File: config.mk
export PLATFORM = sky130hd
export DESIGN_NAME = pse_index_unit
export DESIGN_NICKNAME = d
export VERILOG_FILES = /design/src/design/pse_pkg.sv /design/src/design/pse_index_unit.sv
export SDC_FILE = /design/constraint.sdc
export NUM_CORES = 1
export LEC_CHECK = 0
export BUFFER_PORTS_ARGS = -buffer_cell sky130_fd_sc_hd__buf_2
export CORE_UTILIZATION = 40
export CTS_BUF_LIST = sky130_fd_sc_hd__clkbuf_8
export CTS_CLUSTER_DIAMETER = 80
export DETAILED_ROUTE_END_ITERATION = 12
export GPL_ROUTABILITY_DRIVEN = 1
export MAX_ROUTING_LAYER = met4
export SLEW_MARGIN = 5
export SYNTH_ARGS = -nofsm -noshare
export SYNTH_HDL_FRONTEND = slang
export SYNTH_SLANG_ARGS = --single-unit
File: constraint.sdc
create_clock -name clock -period 29.3 [get_ports clock]
set_clock_uncertainty 0.2 [all_clocks]
set_input_delay 7.325 -clock clock [delete_from_list [all_inputs] [get_ports clock]]
set_output_delay 7.325 -clock clock [all_outputs]
set_load 0.01 [all_outputs]
File: src/design/pse_pkg.sv
// ----------------------------------------------------------------------------
// pse_pkg: shared definitions for the pixel store blend engine
// Command codes, register indexes, field widths and the channel mixing
// arithmetic used by the blend-over command.
// ----------------------------------------------------------------------------
`default_nettype none

package pse_pkg;

   // Field and register widths
   localparam int CSR_WIDTH       = 17;
   localparam int XOFF_WIDTH      = 12;
   localparam int YOFF_WIDTH      = 12;
   localparam int PITCH_WIDTH     = 13;
   localparam int COUNT_REG_WIDTH = 17;
   localparam int POS_WIDTH       = 16;
   localparam int COLOR_WIDTH     = 32;
   localparam int MIX_WIDTH       = 16;

   // Register reset values
   localparam logic [PITCH_WIDTH-1:0]     ROW_PITCH_RESET   = 13'd256;
   localparam logic [COUNT_REG_WIDTH-1:0] PIXEL_COUNT_RESET = 17'd65536;

   // Full coverage alpha, also the channel divisor
   localparam logic [7:0] ALPHA_OPAQUE = 8'hFF;

   typedef enum logic [1:0] {
      CMD_SET   = 2'd0,
      CMD_BLEND = 2'd1,
      CMD_GET   = 2'd2,
      CMD_FILL  = 2'd3
   } command_type;

   typedef enum logic [1:0] {
      REG_X_OFFSET    = 2'd0,
      REG_Y_OFFSET    = 2'd1,
      REG_ROW_PITCH   = 2'd2,
      REG_PIXEL_COUNT = 2'd3
   } reg_index_type;

   // Step enables for the address unit
   typedef struct packed {
      logic mul_en;
      logic addr_en;
   } idx_ctrl_type;

   // fg*a + bg*(255-a); at most 255*255, so it fits 16 bits
   function automatic logic [MIX_WIDTH-1:0] mix_sum(input logic [7:0] fg,
                                                     input logic [7:0] bg,
                                                     input logic [7:0] a);
      logic [MIX_WIDTH-1:0] p_fg;
      logic [MIX_WIDTH-1:0] p_bg;
      logic [7:0]           inv_a;
      inv_a = ALPHA_OPAQUE - a;
      p_fg  = {8'b0, fg} * {8'b0, a};
      p_bg  = {8'b0, bg} * {8'b0, inv_a};
      return p_fg + p_bg;
   endfunction

   // Truncating divide by 255, exact for sums up to 255*255
   function automatic logic [7:0] div255(input logic [MIX_WIDTH-1:0] v);
      logic [MIX_WIDTH:0] t;
      t = {1'b0, v} + {9'b0, v[15:8]} + 17'd1;
      return t[15:8];
   endfunction

endpackage

`default_nettype wire

File: src/design/pse_index_unit.sv
// ----------------------------------------------------------------------------
// pse_index_unit: pixel address computation
// Forms (x + x_offset) + (y + y_offset) * row_pitch over two steps and
// clamps the result into the pixels in use, flagging any clamp.
// ----------------------------------------------------------------------------
`default_nettype none

module pse_index_unit #(
   parameter int PIXELS = 65536
) (
   input  wire                                          clock,
   input  wire pse_pkg::idx_ctrl_type                   ctrl,
   input  wire logic signed [pse_pkg::POS_WIDTH-1:0]    pos_x,
   input  wire logic signed [pse_pkg::POS_WIDTH-1:0]    pos_y,
   input  wire logic [pse_pkg::XOFF_WIDTH-1:0]          x_offset,
   input  wire logic [pse_pkg::YOFF_WIDTH-1:0]          y_offset,
   input  wire logic [pse_pkg::PITCH_WIDTH-1:0]         row_pitch,
   input  wire logic [$clog2(PIXELS+1)-1:0]             count,
   output logic [$clog2(PIXELS)-1:0]                    addr,
   output logic                                         clamped
);
   import pse_pkg::*;

   localparam int AW = $clog2(PIXELS);
   localparam int CW = $clog2(PIXELS + 1);
   localparam int SW = POS_WIDTH + 2;
   localparam int PW = 32;
   localparam int IW = PW + 1;

   logic signed [SW-1:0]            xsum;
   logic signed [SW-1:0]            ysum;
   logic signed [PITCH_WIDTH:0]     pitch_s;
   logic signed [PW-1:0]            prod;
   logic signed [SW-1:0]            xsum_ff;
   logic signed [PW-1:0]            prod_ff;
   logic signed [IW-1:0]            idx;
   logic signed [IW-1:0]            count_ext;
   logic [CW-1:0]                   last;
   logic [AW-1:0]                   addr_ff;
   logic                            clamped_ff;

   // Offset sums and row term
   assign xsum    = $signed({{2{pos_x[POS_WIDTH-1]}}, pos_x})
                  + $signed({{(SW-XOFF_WIDTH){1'b0}}, x_offset});
   assign ysum    = $signed({{2{pos_y[POS_WIDTH-1]}}, pos_y})
                  + $signed({{(SW-YOFF_WIDTH){1'b0}}, y_offset});
   assign pitch_s = $signed({1'b0, row_pitch});
   assign prod    = ysum * pitch_s;

   // Linear index and bounds
   assign idx       = IW'(prod_ff) + IW'(xsum_ff);
   assign count_ext = $signed({{(IW-CW){1'b0}}, count});
   assign last      = count - CW'(1);

   // Multiply step, then add and clamp step
   always_ff @(posedge clock) begin
      if (ctrl.mul_en) begin
         xsum_ff <= xsum;
         prod_ff <= prod;
      end
      if (ctrl.addr_en) begin
         if (idx[IW-1]) begin
            addr_ff    <= '0;
            clamped_ff <= 1'b1;
         end else if (idx >= count_ext) begin
            addr_ff    <= last[AW-1:0];
            clamped_ff <= 1'b1;
         end else begin
            addr_ff    <= idx[AW-1:0];
            clamped_ff <= 1'b0;
         end
      end
   end

   assign addr    = addr_ff;
   assign clamped = clamped_ff;

endmodule

`default_nettype wire

==> impl_metrics.yaml <==
placement:
  io_buffers: 105
  place_congestion: 0.918
  pre_cts_ws_ps: 13440
  hpwlAfterDp_mm: 28.9
worst_setup_path:
  crit_type: "primary input to flip-flop"
  crit_arrival_ps: 15440
  critPathLaunchType: "primary input"
  crit_fanout: 13
  cpMostUsedCell: "fa_1"
  worstPathRequired_ps: 29210
  slowest_stage: "xor2_1"
  end_kind: "flip-flop"
  cpPeakStageDelay_ps: 730
  reg2reg_slack_ps: 23160
cts:
  ctsHtreeMaxLevel: 3
  numCtsBuffers: 9
  clock-root-buffer: "clkbuf_8"
  ctsResizeCount: 0
  hold_buffers: 0
  tritoncts: "built"
  clk_pin_slew_worst_paths_ps: 70
  clockBufferDepth: 2
  post-cts-setup-buffers: 0
  clock_latency_ps: 370
  clock_sink_count: 65
die:
  initial_core_util_pct: 41.1
  die_h_um: 191
  dieArea_um2: 36500
  ioPinCount: 106
  core_um2: 34800
  rows: 68
  dieWidth_um: 191
grt:
  grt-ovfl-total: 0
  grt.busiest_layer: "met2"
  grt_pass1_wl_mm: 55.3
  grt_start_max_net_pins: 49
  grt_usage_pct: 19.8
  grtUsageMet3_pct: 1.95
  grt_pass1_vias: 11014
  use_met1_pct: 26.4
  met2_usage_pct: 33.1
  antenna_found_initial: 0
yosys:
  synth_edf_count: 65
  syn_area_um2: 14300
  syn-instance-count: 1579
  yosysWarnings: 0
  synth-seq-cells: 65
  synth_nets: 2033
  yosysSeqAreaShare_pct: 13.7
  ys_async_sr_fraction_pct: 0
  yosysUniqueCellTypes: 64
  ys.flop_type: "edfxtp_1"
  synth_area_per_cell_um2: 9.05
final_layout:
  diodes: 0
  syn_to_final_growth_pct: 8.30
  final_layout_size_suffix_gt1_share_pct: 8.98
  fin_nets: 2120
  fin_util_pct: 44.5
detailed_routing:
  vias_per_cell: 5.12
  routedWlPerCell_um: 16.0
  drt-pass1-iter-count: 4
  num_vias: 10889
  ant_nets: 0
  route.detailed.drc: 0
  first_iter_violations: 503
  wl_mm: 34.0
outcome:
  status: "finished, final reports clean"
sta:
  setup_viol: 0
  setup_tns_ps: 0
  grt_setup_unrepaired: "false"
  fmax_mhz: 64.4
  min_period_over_period_pct: 53.0
  maxSlewHeadroom_pct: 28.7
  slew_violations: 0
  fin_ws_ps: 13770
  hold_viol: 0
  worst_pin_slew_ps: 1070
  period_needed_ps: 15530
hold_path:
  hold_path_class: "flip-flop to flip-flop"
flow_run:
  max_cap_violations: 0
## synth_stat cells, types with 3 or more instances
cell	number	area, um^2
inv_1	305	1140
fa_1	213	4260
ha_1	152	1900
nand2_1	145	544
and2_1	93	582
o21ai_0	69	345
xnor2_1	69	604
a21oi_1	65	325
edfxtp_1	65	1950
nor2_1	63	236
clkbuf_1	35	131
nor2b_1	25	156
o21a_1	25	188
nor3_1	22	110
a21o_1	21	158
nand3_1	19	95.1
nand2b_1	16	100
a21boi_0	15	113
xor2_1	14	123
nand4_1	11	68.8
o211ai_1	10	75.1
a31oi_1	9	56.3
o21bai_1	9	67.6
o31ai_1	8	60.1
or3_1	8	50.1
mux2_2	7	78.8
a211oi_1	6	45.0
and3_1	6	37.5
mux2i_1	6	60.1
nor4_1	6	37.5
o211a_1	4	40.0
o221ai_1	4	35.0
a211o_1	3	26.3
a21oi_2	3	26.3
buf_6	3	33.8
mux2_4	3	45.0
nand3b_1	3	22.5
nor3b_1	3	22.5
o311ai_0	3	26.3
## placed cells by master, fill, tap and decap left out, types with 11 or more instances in the layout
| cell | count |
|---|---|
| xnor2_1 | 68 |
| o21a_1 | 25 |
| nand2_1 | 145 |
| a21o_1 | 21 |
| nor3_1 | 22 |
| fa_1 | 213 |
| edfxtp_1 | 65 |
| xor2_1 | 14 |
| ha_1 | 152 |
| nand2b_1 | 16 |
| nor2b_1 | 25 |
| and2_1 | 93 |
| inv_1 | 308 |
| a21oi_1 | 65 |
| buf_2 | 105 |
| nand3_1 | 19 |
| nand4_1 | 11 |
| a21boi_0 | 15 |
| nor2_1 | 63 |
| o21ai_0 | 69 |
## per-stage QoR
stage	area (um^2)	std cells	hold WS, ps
3_3_place_gp	15300	2110	552
3_5_place_dp	15300	2110	563
2_1_floorplan	14300	1579	473
6_report	15500	2126	538
4_1_cts	15500	2126	566
5_1_grt	15500	2126	620
## routing by layer
layer	wire, um	up-vias
met5	0	-
met4	298	0
met3	1190	24
met2	16600	198
met1	15900	5358
li1	-	5309
## critical path: cells and delay by family
kind            cells  cell delay [ps]
fa+ha+maj           9             3670
compound gates     13             2590
xor+xnor            3             1010
simple gates        4              560
buf+inv             5              290
## area by class of cell
cell class	count	area (um^2)
multi-input combinational	1170	11000
clock inverter	7	55.1
tap	455	569
sequential	65	1950
timing repair buffer	115	601
clock buffer	9	124
inverter	305	1140
fill	3416	19300
## cell families after synthesis
kind of cell    after synthesis  share of synthesized area (%)
compound gates              277                           12.6
mux                          16                           1.29
buf+inv                     344                           9.21
simple gates                429                           15.0
xor+xnor                     83                           5.09
fa+ha+maj                   365                           43.2
flops                        65                           13.7
## final timing paths
path | end | cells after the start | from
max | prod_ff[29]$_DFFE_PP_ | 34 | pos_y[0]
min | addr[0]$_SDFFCE_PN0P_ | 3 | prod_ff[0]$_DFFE_PP_
max reg2reg | addr[11]$_SDFFCE_PN0P_ | 21 | xsum_ff[0]$_DFFE_PP_
min reg2reg | addr[0]$_SDFFCE_PN0P_ | 3 | prod_ff[0]$_DFFE_PP_
## state kept, by name, summed over array words and instances, names as in the netlist
register,cells
clamped,1
prod_ff,31
addr,16
xsum_ff,17
Power is left out: the tool's default activity adds up to more than one toggle a clock period on the data nets, which glitch-free logic cannot reach.
